--- config.mk ---
export PLATFORM = sky130hd
export DESIGN_NAME = tank_fill_policy_flat
export DESIGN_NICKNAME = d
export VERILOG_FILES = /design/src/sv/tfp_pkg.sv /design/src/sv/tfp_if.sv /design/src/sv/tfp_cfg.sv /design/src/sv/tfp_ctrl.sv /design/src/sv/tfp_dp.sv /design/src/sv/tank_fill_policy.sv /design/src/flat_wrapper.sv
export SDC_FILE = /design/constraint.sdc
export NUM_CORES = 1
export LEC_CHECK = 0
export BUFFER_PORTS_ARGS = -buffer_cell sky130_fd_sc_hd__buf_2
export CORE_MARGIN = 2
export CORE_UTILIZATION = 36
export CTS_BUF_LIST = sky130_fd_sc_hd__clkbuf_4 sky130_fd_sc_hd__clkbuf_8
export CTS_CLUSTER_DIAMETER = 30
export DETAILED_ROUTE_END_ITERATION = 6
export PLACE_DENSITY = 0.6
export SKIP_CTS_REPAIR_TIMING = 1
export SLEW_MARGIN = 40
export SYNTH_ARGS = -nofsm -noshare
export SYNTH_HDL_FRONTEND = slang
export SYNTH_SLANG_ARGS = --single-unit
--- constraint.sdc ---
create_clock -name clk -period 5.5 [get_ports clk]
set_input_delay 1.1 -clock clk [delete_from_list [all_inputs] [get_ports clk]]
set_output_delay 1.1 -clock clk [all_outputs]
set_load 0.02 [all_outputs]
--- src/sv/tfp_pkg.sv ---
// tank fill policy package: command codes, tiers, modes, fsm states
// no dependencies
package tfp_pkg;

  localparam int unsigned MinFillSeconds    = 60;
  localparam int unsigned BackupFillSeconds = 600;
  localparam int unsigned EstWidth          = 20;

  localparam logic [1:0] CMD_LEVEL  = 2'd0;
  localparam logic [1:0] CMD_MANUAL = 2'd1;
  localparam logic [1:0] CMD_PUMP   = 2'd2;
  localparam logic [1:0] CMD_UNUSED = 2'd3;

  localparam logic [1:0] PUMP_IDLE    = 2'd0;
  localparam logic [1:0] PUMP_RUNNING = 2'd1;
  localparam logic [1:0] PUMP_UNKNOWN = 2'd3;

  localparam logic [2:0] TIER_NONE    = 3'd0;
  localparam logic [2:0] TIER_CRIT    = 3'd1;
  localparam logic [2:0] TIER_NORMAL  = 3'd2;
  localparam logic [2:0] TIER_OPP     = 3'd3;
  localparam logic [2:0] TIER_SURPLUS = 3'd4;
  localparam logic [2:0] TIER_MANUAL  = 3'd5;

  localparam logic [1:0] MODE_IDLE = 2'd0;
  localparam logic [1:0] MODE_REQ  = 2'd1;
  localparam logic [1:0] MODE_FILL = 2'd2;

  localparam logic [2:0] REG_FULL     = 3'd0;
  localparam logic [2:0] REG_CRIT     = 3'd1;
  localparam logic [2:0] REG_NORMAL   = 3'd2;
  localparam logic [2:0] REG_OPP      = 3'd3;
  localparam logic [2:0] REG_SURPLUS  = 3'd4;
  localparam logic [2:0] REG_COOLDOWN = 3'd5;
  localparam logic [2:0] REG_WINDOW   = 3'd6;
  localparam logic [2:0] REG_RATE     = 3'd7;

  typedef enum logic [1:0] {
    ST_IDLE,
    ST_DIV,
    ST_OUT
  } state_t;

  typedef struct packed {
    logic load;
    logic div_start;
    logic div_step;
    logic out_load;
  } tfp_cmd_t;

  typedef struct packed {
    logic div_done;
  } tfp_sts_t;

  typedef struct packed {
    logic [9:0] full_level;
    logic [9:0] critical_level;
    logic [9:0] normal_level;
    logic [9:0] opportunistic_level;
    logic [9:0] surplus_level;
    logic [16:0] cooldown_seconds;
    logic [10:0] sunset_window_minutes;
    logic [15:0] fill_rate_tenths;
  } tfp_cfg_t;

  typedef struct packed {
    logic [1:0] command;
    logic [9:0] level_permille;
    logic float_full;
    logic sensor_fault;
    logic [1:0] pump_state;
    logic [31:0] now_seconds;
    logic is_day;
    logic signed [11:0] minutes_to_sunset;
  } tfp_in_t;

  typedef struct packed {
    logic [1:0] fill_state;
    logic [2:0] fill_tier;
    logic want_pump_on;
    logic [1:0] urgency;
    logic [1:0] supply_pref;
    logic [19:0] estimated_seconds;
  } tfp_out_t;

endpackage

--- src/sv/tfp_if.sv ---
// valid/ready channel interface carrying one payload
// no package dependency: the payload type is a parameter
interface tfp_if #(parameter type payload_t = logic) (input logic clk);
  logic valid;
  logic ready;
  payload_t data;
  modport source (output valid, output data, input ready);
  modport sink (input valid, input data, output ready);
endinterface

--- src/sv/tfp_cfg.sv ---
// configuration register file behind the apb-style port
// depends on tfp_pkg
module tfp_cfg import tfp_pkg::*; (
  input  logic        clk,
  input  logic        rst_n,
  input  logic        psel,
  input  logic        penable,
  input  logic        pwrite,
  input  logic [4:0]  paddr,
  input  logic [31:0] pwdata,
  output logic [31:0] prdata,
  output logic        pready,
  output tfp_cfg_t    cfg
);
  tfp_cfg_t cfg_r;
  logic [2:0] idx;

  assign idx = paddr[4:2];
  assign pready = 1'b1;
  assign cfg = cfg_r;

  always_ff @(posedge clk) begin
    if (!rst_n) begin
      cfg_r.full_level <= 10'd950;
      cfg_r.critical_level <= 10'd300;
      cfg_r.normal_level <= 10'd500;
      cfg_r.opportunistic_level <= 10'd800;
      cfg_r.surplus_level <= 10'd900;
      cfg_r.cooldown_seconds <= 17'd3600;
      cfg_r.sunset_window_minutes <= 11'd120;
      cfg_r.fill_rate_tenths <= 16'd50;
    end else if (psel && penable && pwrite) begin
      case (idx)
        REG_FULL:     cfg_r.full_level <= pwdata[9:0];
        REG_CRIT:     cfg_r.critical_level <= pwdata[9:0];
        REG_NORMAL:   cfg_r.normal_level <= pwdata[9:0];
        REG_OPP:      cfg_r.opportunistic_level <= pwdata[9:0];
        REG_SURPLUS:  cfg_r.surplus_level <= pwdata[9:0];
        REG_COOLDOWN: cfg_r.cooldown_seconds <= pwdata[16:0];
        REG_WINDOW:   cfg_r.sunset_window_minutes <= pwdata[10:0];
        REG_RATE:     cfg_r.fill_rate_tenths <= pwdata[15:0];
        default: ;
      endcase
    end
  end

  always_comb begin
    case (idx)
      REG_FULL:     prdata = {22'd0, cfg_r.full_level};
      REG_CRIT:     prdata = {22'd0, cfg_r.critical_level};
      REG_NORMAL:   prdata = {22'd0, cfg_r.normal_level};
      REG_OPP:      prdata = {22'd0, cfg_r.opportunistic_level};
      REG_SURPLUS:  prdata = {22'd0, cfg_r.surplus_level};
      REG_COOLDOWN: prdata = {15'd0, cfg_r.cooldown_seconds};
      REG_WINDOW:   prdata = {21'd0, cfg_r.sunset_window_minutes};
      REG_RATE:     prdata = {16'd0, cfg_r.fill_rate_tenths};
      default:      prdata = 32'd0;
    endcase
  end
endmodule

--- src/sv/tfp_ctrl.sv ---
// controller state machine: accept request, run divider, present result
// depends on tfp_pkg
module tfp_ctrl import tfp_pkg::*; (
  input  logic     clk,
  input  logic     rst_n,
  input  logic     in_valid,
  output logic     in_ready,
  output logic     out_valid,
  input  logic     out_ready,
  input  tfp_sts_t sts,
  output tfp_cmd_t cmd
);
  state_t state_r, state_nxt;
  logic out_valid_r, out_valid_nxt;

  always_ff @(posedge clk) begin
    if (!rst_n) begin
      state_r <= ST_IDLE;
      out_valid_r <= 1'b0;
    end else begin
      state_r <= state_nxt;
      out_valid_r <= out_valid_nxt;
    end
  end

  assign out_valid = out_valid_r;

  always_comb begin
    state_nxt = state_r;
    case (state_r)
      ST_IDLE: if (in_valid) state_nxt = ST_DIV;
      ST_DIV:  if (sts.div_done) state_nxt = ST_OUT;
      ST_OUT:  if (!out_valid_r || out_ready) state_nxt = ST_IDLE;
      default: state_nxt = ST_IDLE;
    endcase
  end

  always_comb begin
    in_ready = 1'b0;
    cmd = '0;
    out_valid_nxt = out_valid_r && !out_ready;
    case (state_r)
      ST_IDLE: begin
        in_ready = 1'b1;
        cmd.load = in_valid;
      end
      ST_DIV: begin
        cmd.div_step = 1'b1;
      end
      ST_OUT: begin
        if (!out_valid_r || out_ready) begin
          cmd.out_load = 1'b1;
          out_valid_nxt = 1'b1;
        end
      end
      default: ;
    endcase
    cmd.div_start = cmd.load;
  end
endmodule

--- src/sv/tfp_dp.sv ---
// datapath: policy state, tier evaluation, restoring divider, result register
// depends on tfp_pkg
module tfp_dp import tfp_pkg::*; (
  input  logic     clk,
  input  logic     rst_n,
  input  tfp_cfg_t cfg,
  input  tfp_in_t  req,
  input  tfp_cmd_t cmd,
  output tfp_sts_t sts,
  output tfp_out_t res
);
  logic [9:0]  level_r;
  logic        float_r, backup_r, running_r, manual_r;
  logic [31:0] deadline_r;
  logic [2:0]  tier_r;
  logic [1:0]  mode_r;
  logic        day_r;

  // next-state evaluation of policy state
  logic [9:0]  lvl_n;
  logic        flt_n, bak_n, run_n, man_n;
  logic [31:0] dl_n;
  logic [2:0]  tier_n, t;
  logic [1:0]  mode_n;
  logic        full_pre, full_n, window, cool, upd;
  logic [9:0]  tgt_t;

  function automatic logic [9:0] target_of(input logic [2:0] tr, input tfp_cfg_t c,
                                            input logic [9:0] lv);
    case (tr)
      TIER_CRIT:    target_of = c.normal_level;
      TIER_NORMAL:  target_of = c.opportunistic_level;
      TIER_OPP:     target_of = c.surplus_level;
      TIER_SURPLUS: target_of = c.full_level;
      TIER_MANUAL:  target_of = c.full_level;
      default:      target_of = lv;
    endcase
  endfunction

  always_comb begin
    lvl_n = level_r; flt_n = float_r; bak_n = backup_r;
    run_n = running_r; man_n = manual_r; dl_n = deadline_r;
    upd = 1'b1;
    full_pre = backup_r ? float_r : (level_r >= cfg.full_level);
    case (req.command)
      CMD_LEVEL: begin
        lvl_n = req.level_permille; flt_n = req.float_full; bak_n = req.sensor_fault;
      end
      CMD_MANUAL: begin
        man_n = 1'b1; dl_n = 32'd0;
      end
      CMD_PUMP: begin
        run_n = (req.pump_state == PUMP_RUNNING);
        if (running_r && !run_n) begin
          man_n = 1'b0;
          if (req.pump_state == PUMP_IDLE && !full_pre)
            dl_n = req.now_seconds + {15'd0, cfg.cooldown_seconds};
        end
      end
      default: upd = 1'b0;
    endcase
    full_n = bak_n ? flt_n : (lvl_n >= cfg.full_level);
    window = req.is_day && !req.minutes_to_sunset[11] && (req.minutes_to_sunset != 12'sd0)
             && ({1'b0, req.minutes_to_sunset[10:0]} <= {1'b0, cfg.sunset_window_minutes});
    cool = (dl_n != 32'd0) && (req.now_seconds < dl_n);
    if (man_n) t = TIER_MANUAL;
    else if (bak_n) t = flt_n ? TIER_NONE : TIER_NORMAL;
    else if (lvl_n < cfg.critical_level) t = TIER_CRIT;
    else if (cool) t = TIER_NONE;
    else if (!req.is_day) t = TIER_NONE;
    else if (window && lvl_n < cfg.opportunistic_level) t = TIER_OPP;
    else if (lvl_n < cfg.normal_level) t = TIER_NORMAL;
    else if (lvl_n < cfg.opportunistic_level) t = TIER_OPP;
    else if (lvl_n < cfg.surplus_level) t = TIER_SURPLUS;
    else t = TIER_NONE;
    tgt_t = target_of(t, cfg, lvl_n);
    tier_n = tier_r; mode_n = mode_r;
    if (upd) begin
      if (full_n) begin
        tier_n = TIER_NONE; mode_n = MODE_IDLE; man_n = 1'b0;
      end else begin
        if (t != TIER_NONE && !bak_n && lvl_n >= tgt_t) tier_n = TIER_NONE;
        else tier_n = t;
        mode_n = (tier_n == TIER_NONE) ? MODE_IDLE : (run_n ? MODE_FILL : MODE_REQ);
      end
    end
  end

  always_ff @(posedge clk) begin
    if (!rst_n) begin
      level_r <= '0; float_r <= 1'b0; backup_r <= 1'b0; running_r <= 1'b0;
      manual_r <= 1'b0; deadline_r <= '0; tier_r <= TIER_NONE; mode_r <= MODE_IDLE;
    end else if (cmd.load) begin
      level_r <= lvl_n; float_r <= flt_n; backup_r <= bak_n; running_r <= run_n;
      manual_r <= man_n; deadline_r <= dl_n; tier_r <= tier_n; mode_r <= mode_n;
    end
  end

  always_ff @(posedge clk) begin
    if (cmd.load) day_r <= req.is_day;
  end

  // restoring divider: dividend = deficit * 600 (20 bits), divisor = rate
  logic [9:0]  tgt_s;
  logic [9:0]  deficit;
  logic [19:0] dividend;
  logic [25:0] quo_r, quo_nxt;
  logic [16:0] rem_r, rem_nxt;
  logic [16:0] rem_sh, rem_sub;
  logic [4:0]  cnt_r, cnt_nxt;

  assign tgt_s = target_of(tier_r, cfg, level_r);
  assign deficit = tgt_s - level_r;
  assign dividend = {10'd0, deficit} * 20'd600;

  always_comb begin
    rem_sh = {rem_r[15:0], quo_r[25]};
    rem_sub = rem_sh - {1'b0, cfg.fill_rate_tenths};
    quo_nxt = quo_r; rem_nxt = rem_r; cnt_nxt = cnt_r;
    if (cmd.div_step) begin
      if (!rem_sub[16]) begin
        rem_nxt = rem_sub; quo_nxt = {quo_r[24:0], 1'b1};
      end else begin
        rem_nxt = rem_sh; quo_nxt = {quo_r[24:0], 1'b0};
      end
      cnt_nxt = cnt_r + 5'd1;
    end
  end

  // first step after load starts with cleared state; dividend sampled then
  logic first_r;
  always_ff @(posedge clk) begin
    if (!rst_n) begin
      first_r <= 1'b0; cnt_r <= '0;
    end else if (cmd.div_start) begin
      first_r <= 1'b1; cnt_r <= '0;
    end else if (first_r) begin
      first_r <= 1'b0;
    end else begin
      cnt_r <= cnt_nxt;
    end
  end

  always_ff @(posedge clk) begin
    if (first_r) begin
      quo_r <= {dividend, 6'd0}; rem_r <= '0;
    end else begin
      quo_r <= quo_nxt; rem_r <= rem_nxt;
    end
  end

  assign sts.div_done = !first_r && (cnt_r == 5'(EstWidth - 1)) && cmd.div_step;

  // quotient is in low 20 bits of quo after 20 steps (top 6 zero bits unused)
  logic [19:0] quot;
  logic [19:0] dur;
  assign quot = quo_nxt[19:0];

  always_comb begin
    if (backup_r) dur = float_r ? 20'd0 : 20'(BackupFillSeconds);
    else if (tier_r == TIER_NONE) dur = 20'd0;
    else if (level_r >= tgt_s || cfg.fill_rate_tenths == 16'd0) dur = 20'd0;
    else if (quot < 20'(MinFillSeconds)) dur = 20'(MinFillSeconds);
    else dur = quot;
  end

  tfp_out_t res_r, res_nxt;
  logic [19:0] dur_r;
  always_ff @(posedge clk) begin
    if (sts.div_done) dur_r <= dur;
  end

  always_comb begin
    res_nxt = '0;
    res_nxt.fill_state = mode_r;
    res_nxt.fill_tier = tier_r;
    if (mode_r != MODE_IDLE && tier_r != TIER_NONE && dur_r != 20'd0) begin
      res_nxt.want_pump_on = 1'b1;
      res_nxt.estimated_seconds = dur_r;
      case (tier_r)
        TIER_CRIT:    begin res_nxt.urgency = 2'd3; res_nxt.supply_pref = 2'd2; end
        TIER_MANUAL:  begin
          res_nxt.urgency = 2'd2;
          res_nxt.supply_pref = day_r ? 2'd1 : 2'd2;
        end
        TIER_NORMAL:  begin res_nxt.urgency = 2'd2; res_nxt.supply_pref = 2'd1; end
        TIER_OPP:     begin res_nxt.urgency = 2'd1; res_nxt.supply_pref = 2'd1; end
        TIER_SURPLUS: begin res_nxt.urgency = 2'd1; res_nxt.supply_pref = 2'd0; end
        default: begin
          res_nxt.want_pump_on = 1'b0; res_nxt.estimated_seconds = 20'd0;
        end
      endcase
    end
  end

  always_ff @(posedge clk) begin
    if (cmd.out_load) res_r <= res_nxt;
  end

  assign res = res_r;
endmodule

--- src/sv/tank_fill_policy.sv ---
// tank fill policy top level: apb config, request and result channels
// a request passes from accept through setup, 20 divider steps and the result load to result valid
// one request at a time: no new request is accepted while the divider runs or a result waits to load
// reset: rst_n synchronous active low; clears policy state, loads register defaults
module tank_fill_policy import tfp_pkg::*; (
  input  logic        clk,
  input  logic        rst_n,
  tfp_if.sink         in_ch,
  tfp_if.source       out_ch,
  input  logic        cfg_psel,
  input  logic        cfg_penable,
  input  logic        cfg_pwrite,
  input  logic [4:0]  cfg_paddr,
  input  logic [31:0] cfg_pwdata,
  output logic [31:0] cfg_prdata,
  output logic        cfg_pready
);
  tfp_cfg_t cfg;
  tfp_cmd_t cmd;
  tfp_sts_t sts;

  tfp_cfg u_cfg (
    .clk(clk), .rst_n(rst_n), .psel(cfg_psel), .penable(cfg_penable),
    .pwrite(cfg_pwrite), .paddr(cfg_paddr), .pwdata(cfg_pwdata),
    .prdata(cfg_prdata), .pready(cfg_pready), .cfg(cfg)
  );

  tfp_ctrl u_ctrl (
    .clk(clk), .rst_n(rst_n), .in_valid(in_ch.valid), .in_ready(in_ch.ready),
    .out_valid(out_ch.valid), .out_ready(out_ch.ready), .sts(sts), .cmd(cmd)
  );

  tfp_dp u_dp (
    .clk(clk), .rst_n(rst_n), .cfg(cfg), .req(in_ch.data), .cmd(cmd),
    .sts(sts), .res(out_ch.data)
  );
endmodule
--- src/flat_wrapper.sv ---
// flat-port wrapper written by rule: the top's interface ports become plain ports
module tank_fill_policy_flat import tfp_pkg::*;
  (clk, rst_n, cfg_psel, cfg_penable, cfg_pwrite, cfg_paddr, cfg_pwdata, cfg_prdata, cfg_pready, in_ch_valid, in_ch_data, in_ch_ready, out_ch_valid, out_ch_data, out_ch_ready);
  tfp_if in_ch_i (.clk(clk));
  tfp_if out_ch_i (.clk(clk));
  input  logic clk;
  input  logic rst_n;
  input  logic cfg_psel;
  input  logic cfg_penable;
  input  logic cfg_pwrite;
  input  logic [4:0] cfg_paddr;
  input  logic [31:0] cfg_pwdata;
  output logic [31:0] cfg_prdata;
  output logic cfg_pready;
  input wire logic [$bits(in_ch_i.valid)-1:0] in_ch_valid;
  input wire logic [$bits(in_ch_i.data)-1:0] in_ch_data;
  output wire logic [$bits(in_ch_i.ready)-1:0] in_ch_ready;
  output wire logic [$bits(out_ch_i.valid)-1:0] out_ch_valid;
  output wire logic [$bits(out_ch_i.data)-1:0] out_ch_data;
  input wire logic [$bits(out_ch_i.ready)-1:0] out_ch_ready;
  assign in_ch_i.valid = in_ch_valid;
  assign in_ch_i.data = in_ch_data;
  assign in_ch_ready = in_ch_i.ready;
  assign out_ch_valid = out_ch_i.valid;
  assign out_ch_data = out_ch_i.data;
  assign out_ch_i.ready = out_ch_ready;
  tank_fill_policy u_core (.clk(clk), .rst_n(rst_n), .in_ch(in_ch_i), .out_ch(out_ch_i), .cfg_psel(cfg_psel), .cfg_penable(cfg_penable), .cfg_pwrite(cfg_pwrite), .cfg_paddr(cfg_paddr), .cfg_pwdata(cfg_pwdata), .cfg_prdata(cfg_prdata), .cfg_pready(cfg_pready));
endmodule
Yosys cells after proc, flatten, opt, wreduce, memory -nomap -nowiden
Cells that the tools add are included. W data, S select, Z words.

Memories: 0. Input bits: 45. Bits in latches: 0. Output and inout bits: 36. ROM bits: 0. RAM bits: 0. Register bits after elaboration: 171.

Order comparisons: 5. Reductions and logical operators: 40. Bitwise gates (word level): 2. Equality and inequality tests: 23. $add $sub $neg: 2. $mul: 1. Divide/modulo/power cells: 0. Mux-type cells: 26. Shift-type cells: 0.

Operators by type and width (number): $pmux W32 S8 (1); $pmux W10 S4 (2); $mux W26 (2); $ge A1 B10 Y1 const A (3); $eq A3 B3 Y1 const B (8); $lt A20 B6 Y1 const B (1); $reduce_and A2 Y1 (10); $reduce_bool A20 Y1 (1); $eq A3 B2 Y1 const B (6); $mul A10 B7 Y17 const B (1); $sub A17 B16 Y17 (1); $logic_not A16 Y1 (1); $mux W16 (1); $mux W1 (12); $lt A1 B10 Y1 const A (1); $eq A3 B1 Y1 const B (3); $logic_not A3 Y1 (3); $mux W3 (3); $logic_and A1 B1 Y1 (8); $reduce_or A2 Y1 (4); $mux W2 (3); $mux W6 (1); $pmux W2 S3 (1); $reduce_bool A3 Y1 (2); 14 further kinds (20).

Logic depth before layout (Yosys ltp)
Gate-level depths: netlist (run 1).

Depth after elaboration: 12. Depth in mapped cells: 17.

Cells and area by module
Synthesis (run 1) repeated with hierarchy kept, for this count alone.

Cell total of the unflattened synthesis: 2159. Area, all modules: 18172.4 um2.

By module, submodules not included: tfp_dp (area an instance 13518.0 um2, instances 1, sequential area each 3573.4 um2, cells an instance 1591); tfp_cfg (area an instance 4494.3 um2, instances 1, sequential area each 1881.8 um2, cells an instance 550); tfp_ctrl (area an instance 156.4 um2, instances 1, sequential area each 60.1 um2, cells an instance 17); tank_fill_policy (area an instance 3.8 um2, instances 1, sequential area each 0.0 um2, cells an instance 1).

Least setup slack after synthesis (run 1)
Ideal clock, no wire load.

Path kind: reg2reg. Start: reg, netlist name u_core.u_dp.mode_r[0]. End: reg u_core.u_dp.quo_r[24] (data pin). Setup time: 0.257 ns. Required time: 5.243 ns. Buffers on the path: 1. Arrival: 4.075 ns. Slack: 1.168 ns. Clock period less this slack: 4.332 ns. Stages on the path, launching flop included: 17. Path through: dfxtp_1 -> clkbuf_1 -> and2_1 -> ha_1 -> ha_1 -> fa_1 -> inv_1 -> fa_1 -> inv_1 -> ha_1 -> a21o_1 -> a21o_1 -> a21oi_1 -> and2_1 -> a221oi_1 -> or3_1 -> a32o_1.

RTL lines: end signal: assignment (RTL line tfp_dp.sv:148) `quo_r <= quo_nxt; rem_r <= rem_nxt;`; end: declaration (RTL line tfp_dp.sv:107) `logic [25:0] quo_r, quo_nxt;`.

==> impl_metrics.json, run 1 <==
{
  "rr_endpoint": "u_core.u_dp.quo_r[24]$_DFFE_PP_",
  "grt_pass1_wl_microns": 35400,
  "r2r-start": "u_core.u_dp.mode_r[0]$_SDFFE_PN0P_",
  "cts.sinks": 148,
  "synth_edf_count": 8,
  "max_clock_freq_mhz": 218.7,
  "io_buffers": 46,
  "drt-wirelength-per-cell_microns": 15.66,
  "cp-end-kind": "flop",
  "crit_type": "reg2reg",
  "setup_viol": 0,
  "placed_area_sq_mm": 0.009350,
  "p_leak_nw": 4.066,
  "dp_hpwl_microns": 15710,
  "viasPerCell": 5.111,
  "crit_fanout": 14,
  "drt_iter0_drc": 520,
  "cp.required_ns": 5.72,
  "core_sq_mm": 0.02432,
  "fin_tns_setup_ns": 0,
  "drive_above_1_share_pct": 10.89,
  "grt_setup_unrepaired": "false",
  "fin_area_sq_mm": 0.009737,
  "r2r_slack_ns": 0.93,
  "hold_path_end": "u_core.u_cfg.cfg[43]$_SDFFE_PN0P_",
  "die_w_microns": 161.5,
  "finalClockSkew_ns": 0.01592,
  "firstDrtPassIters": 5,
  "insertedDiodeCount": 0,
  "gr-total-overflow": 0,
  "routabilityCongestion": 0.8318,
  "syn-cell-area_sq_mm": 0.008926,
  "synth-seq-cells": 148,
  "fin_cells": 1389,
  "die_h_microns": 161.5,
  "status": "completed",
  "antenna_found_initial": 0,
  "cp_data_arrival_time_ns": 4.79,
  "cts_buffers": 17,
  "final_cell_mix": "nand2_1 (161), dfxtp_1 (140), mux2i_1 (85)",
  "seq_area_frac_synth_pct": 34.09,
  "period_minus_slack_ns": 4.571,
  "peakVddDrop_mv": 0.1800,
  "num_rows": 57,
  "placed_cells": 1357,
  "track_usage_pct": 17.06,
  "grt_start_max_net_pins": 53,
  "layout_commonest_cell": "nand2_1",
  "cts.path.max_buffers": 2,
  "initial_core_util_pct": 36.70,
  "clk_latency_ns": 0.47,
  "final-hold-violation-count": 0,
  "htreeDepth": 4,
  "p_per_area_mw_per_mm2": 337.3,
  "vias": 7099,
  "ff2ff_path_depth": 15,
  "path_clk_slew_ns": 0.10,
  "fin_crit_sh_pct": 83.12,
  "ys_types": 72,
  "hold_path.class": "reg2reg",
  "nets": 1170,
  "wirelength_microns": 21750,
  "cap_violations": 0,
  "relSlewSlack_pct": 45.21,
  "clock-root-buffer": "clkbuf_8",
  "drv_slew": 0,
  "ios": 81,
  "syn2layout_area_growth_pct": 9.083,
  "ant_nets": 0,
  "syn_area_per_cell_sq_um": 8.591,
  "hold-path-cell-count": 2,
  "synthCells": 1039,
  "cts_tree": "done",
  "ys_warn_count": 0,
  "start_kind": "flop",
  "dieArea_sq_mm": 0.02607,
  "power.total_mw": 3.284,
  "worst-slew-pin-transition_ns": 0.8210,
  "route.detailed.drc": 0,
  "synth_flop_cell": "dfxtp_1",
  "hold_start": "u_core.u_cfg.cfg[43]$_SDFFE_PN0P_",
  "grt_pass1_vias": 6808,
  "async_flop_share_pct": 0
}
==> synth_stat cells, drive strengths merged, types with 3 or more instances <==
cell	instances	share of area, %
a21oi	31	1.8
xor2	9	0.88
fa	11	2.5
ha	62	8.7
o21ai	31	1.7
buf	32	2.3
edfxtp	8	2.7
nor2b	40	2.9
o21bai	4	0.34
and3	6	0.42
dfxtp	140	31
or3	5	0.35
a22o	8	0.79
a221oi	12	1.2
nand2	161	6.8
o21a	9	0.76
o31a	3	0.31
nand2b	11	0.77
xnor2	18	1.8
nor2	71	3.0
a211oi	6	0.50
o211ai	11	1.0
o22ai	4	0.28
or2	6	0.42
mux4	3	0.76
nor3	10	0.56
and2	11	0.77
a21boi	35	2.9
mux2i	85	9.5
nor4	15	1.2
a21o	12	1.0
nand4	4	0.28
clkbuf	42	1.8
inv	59	2.5
a31oi	6	0.42
nand3	29	1.7
==> cell families after synthesis <==
kind of cell             synth area share, %
flip-flops                             34.09
AND/OR/NAND/NOR                        19.46
AO/OA/AOI/OAI                          15.46
adder cells (fa/ha/maj)                11.16
XOR/XNOR                               2.649
other                                0.08414
buffers and inverters                  6.560
multiplexers                           10.54
==> cell type report <==
class                      count  area [sq um]
clock buffer                  18         247.7
clock inverter                14         138.9
fill                        2488         14580
inverter                      59         221.5
multi-input combinational    772          5385
sequential                   148          3043
tap                          324         405.4
timing repair buffer          54         295.3
==> power by group <==
part / leakage [nW] / internal (mW) / switching (mW)
logic: 2.65 / 0.519 / 0.661
clock network: 0.194 / 0.348 / 0.491
registers: 1.22 / 1.18 / 0.0801
==> per-stage QoR <==
step | util [%] | worst slack, ns | hold WS, ns
after detailed placement | 38.45 | 0.9566 | 0.4549
after global routing | 40.04 | 0.6914 | 0.4971
final | 40.04 | 0.9285 | 0.4641
after global placement | 38.35 | 0.9851 | 0.4467
after floorplan | - | 1.168 | 0.4358
after CTS | 40.04 | 0.9449 | 0.4697
==> per-layer routing <==
metal / part of all wire, % / vias to the layer above / GRT usage, %
li1: - / 3591 / -
met1: 50 / 3347 / 24.00
met2: 46 / 143 / 27.27
met3: 3.9 / 18 / 2.953
met4: 0.98 / 0 / 4.018
met5: 0 / - / 0
==> worst max-delay path, stage by stage (launching register included) <==
cell,delay [ns]
dfxtp_1,0.55
and2_1,0.27
ha_1,0.26
ha_1,0.32
fa_1,0.53
inv_1,0.05
fa_1,0.53
inv_1,0.04
ha_1,0.35
a21o_1,0.19
a21o_1,0.17
a21oi_1,0.25
and2_1,0.17
a221oi_1,0.08
or3_1,0.33
a32o_1,0.24
==> worst max-delay path by stage <==
stage / start / end / slack (ns)
floorplan: u_core.u_dp.mode_r[0]$_SDFFE_PN0P_ / u_core.u_dp.quo_r[24]$_DFFE_PP_ / 1.17
detailed placement: u_core.u_dp.mode_r[0]$_SDFFE_PN0P_ / u_core.u_dp.quo_r[24]$_DFFE_PP_ / 0.96
CTS: u_core.u_dp.mode_r[0]$_SDFFE_PN0P_ / u_core.u_dp.quo_r[24]$_DFFE_PP_ / 0.94
global placement: u_core.u_dp.mode_r[0]$_SDFFE_PN0P_ / u_core.u_dp.quo_r[24]$_DFFE_PP_ / 0.99
finish: u_core.u_dp.mode_r[0]$_SDFFE_PN0P_ / u_core.u_dp.quo_r[24]$_DFFE_PP_ / 0.93
global route: u_core.u_dp.mode_r[0]$_SDFFE_PN0P_ / u_core.u_dp.quo_r[24]$_DFFE_PP_ / 0.69
==> state kept, by name, summed over array words and instances, names as in the netlist <==
signal / cells
u_core.u_dp.mode_r: 1
u_core.u_dp.rem_r: 16
u_core.u_dp.cnt_r: 5
u_core.u_ctrl.out_valid: 1
u_core.u_dp.first_r: 1
u_core.u_ctrl.state_r: 2
u_core.u_cfg.cfg: 94
u_core.u_dp.quo_r: 26
u_core.u_dp.res: 1
u_core.u_dp.dur_r: 1
No activity file was read; power rests on OpenSTA's default activity.
==> inputs of run 2 (changes only) <==
clock period = 4.4 ns   (was 5.5 ns; I/O delays follow)
==> run 2 against run 1 <==
  * Clock power up 36%
  * Total power up 28%
  * Sequential share of layout area decreased by 0.45 points
  * Combinational power up 26%
  * Via count decreased by 0.25%
  * Worst hold slack gained 0.0055 ns
  * Setup slack got worse by 0.71 ns
  * Clock skew barely moved
  * Wire length did not move
  * Final area rose by 1.5%
  * Global-route usage about the same
  * Sequential power is 25% higher
==> impl_metrics.json, run 2 (synthesized netlist as in run 1, its figures left out) <==
{
  "status": "completed",
  "viasPerCell": 5.061,
  "final_cell_mix": "nand2_1 (161), dfxtp_1 (139), mux2i_1 (85)",
  "cts_buffers": 17,
  "p_seq_share_pct": 37.5,
  "die_w_microns": 161.5,
  "p_leak_nw": 4.140,
  "core_sq_mm": 0.02432,
  "critical_path.top_delay_family": "adder cells",
  "start_kind": "flop",
  "r2r-start": "u_core.u_dp.mode_r[0]$_SDFFE_PN0P_",
  "drt_iter0_drc": 416,
  "hold_path.class": "reg2reg",
  "clk_latency_ns": 0.46,
  "power_frac_comb_pct": 35.3,
  "worst-slew-pin-transition_ns": 0.7493,
  "grt_setup_unrepaired": "false",
  "routabilityCongestion": 0.8518,
  "hold_slack_ns": 0.4696,
  "placed_cells": 1367,
  "cap_violations": 0,
  "path_cells": "and2_1 -> ha_1 -> ha_1 -> fa_1 -> inv_1 -> fa_1 -> inv_1 -> ha_4 -> or2_1 -> nand3_1 -> nor4_1 -> nor2_1 -> a221oi_2 -> or3_1 -> a32o_1",
  "fillerInstances": 2489,
  "vias": 7081,
  "fin_crit_sh_pct": 94.94,
  "crit_buf_inv": 2,
  "drive_above_1_share_pct": 12.09,
  "peakVddDrop_mv": 0.1885,
  "clock-root-buffer": "clkbuf_8",
  "fin_area_sq_mm": 0.009882,
  "ant_nets": 0,
  "slowest_delay_ns": 0.54,
  "layout_commonest_cell": "nand2_1",
  "htreeDepth": 4,
  "fin_util_pct": 40.63,
  "hold_start": "u_core.u_cfg.cfg[41]$_SDFFE_PN0P_",
  "final-hold-violation-count": 0,
  "fin_tns_setup_ns": 0,
  "die_h_microns": 161.5,
  "drt-wirelength-per-cell_microns": 15.54,
  "grt_pass1_wl_microns": 35350,
  "antenna_found_initial": 0,
  "insertedDiodeCount": 0,
  "cts.path.max_buffers": 2,
  "dp_slack_ns": 0.03507,
  "max_clock_freq_mhz": 239.4,
  "num_rows": 57,
  "cp_data_arrival_time_ns": 4.40,
  "period_minus_slack_ns": 4.177,
  "setup_viol": 0,
  "grt_pass1_vias": 6894,
  "p_per_area_mw_per_mm2": 426.7,
  "relSlewSlack_pct": 49.99,
  "initial_core_util_pct": 36.70,
  "intPower_mw": 2.689,
  "wirelength_microns": 21750,
  "route.detailed.drc": 0,
  "crit_type": "reg2reg",
  "power.total_mw": 4.216,
  "clock_power_share_pct": 27.1,
  "fin_cells": 1399,
  "nets": 1180,
  "fin_ws_ns": 0.2225,
  "cp.required_ns": 4.63,
  "io_buffers": 46,
  "firstDrtPassIters": 5,
  "placed_area_sq_mm": 0.009424,
  "drv_slew": 0,
  "cts_tree": "done",
  "critical_path.startpoint": "u_core.u_dp.mode_r[0]$_SDFFE_PN0P_",
  "crit_fanout": 9,
  "slowest_stage": "fa_1",
  "path_clk_slew_ns": 0.10,
  "syn2layout_area_growth_pct": 10.71,
  "switchingPower_mw": 1.527,
  "track_usage_pct": 17.03,
  "dieArea_sq_mm": 0.02607,
  "cts.sinks": 148,
  "switching_share_pct": 36.21,
  "grt_start_max_net_pins": 53,
  "cp-end-kind": "flop",
  "largest_reg_flops": 94,
  "dp_hpwl_microns": 16070,
  "ios": 81,
  "gr-total-overflow": 0,
  "finalClockSkew_ns": 0.01579
}
[run 2: area by class of cell]
type                            count  area, sq um  area share (%)
Tap cell                          324        405.4           4.102
Inverter                           59        221.5           2.241
Clock inverter                     14        181.4           1.836
Clock buffer                       18        247.7           2.507
Sequential cell                   148         3044           30.81
Multi-Input combinational cell    772         5401           54.66
Timing Repair Buffer               64        380.4           3.849
[run 2: final timing paths]
kind	endpoint	slack, ns	cells after the start
max	u_core.u_dp.quo_r[24]$_DFFE_PP_	0.22	15
min	u_core.u_cfg.cfg[41]$_SDFFE_PN0P_	0.47	2
max reg2reg	u_core.u_dp.quo_r[24]$_DFFE_PP_	0.22	15
min reg2reg	u_core.u_cfg.cfg[41]$_SDFFE_PN0P_	0.47	2
[run 2: power groups by stage]
| stage | clock [mW] | sequential, mW | combinational, mW |
|---|---|---|---|
| 2_1_floorplan | 0 | 1.58 | 1.26 |
| 3_3_place_gp | 0 | 1.61 | 1.46 |
| 3_5_place_dp | 0 | 1.61 | 1.48 |
| 4_1_cts | 1.18 | 1.58 | 1.49 |
| 5_1_grt | 1.23 | 1.60 | 1.66 |
| 6_report | 1.14 | 1.58 | 1.49 |
[run 2: layer usage]
layer  part of all wire, %  GRT usage, %  routed length [microns]  vias up
met1                    50         23.52                    10830     3332
met5                     0             0                        0        -
met4                   1.4         4.870                      301        0
met3                   3.3         3.184                      715       22
li1                      -             -                        -     3607
met2                    46         27.16                     9903      120
[run 2: worst min-delay path: stages, from the launching register on]
cell      delay [ns]
dfxtp_1         0.32
nand2_1         0.05
a21boi_0        0.06
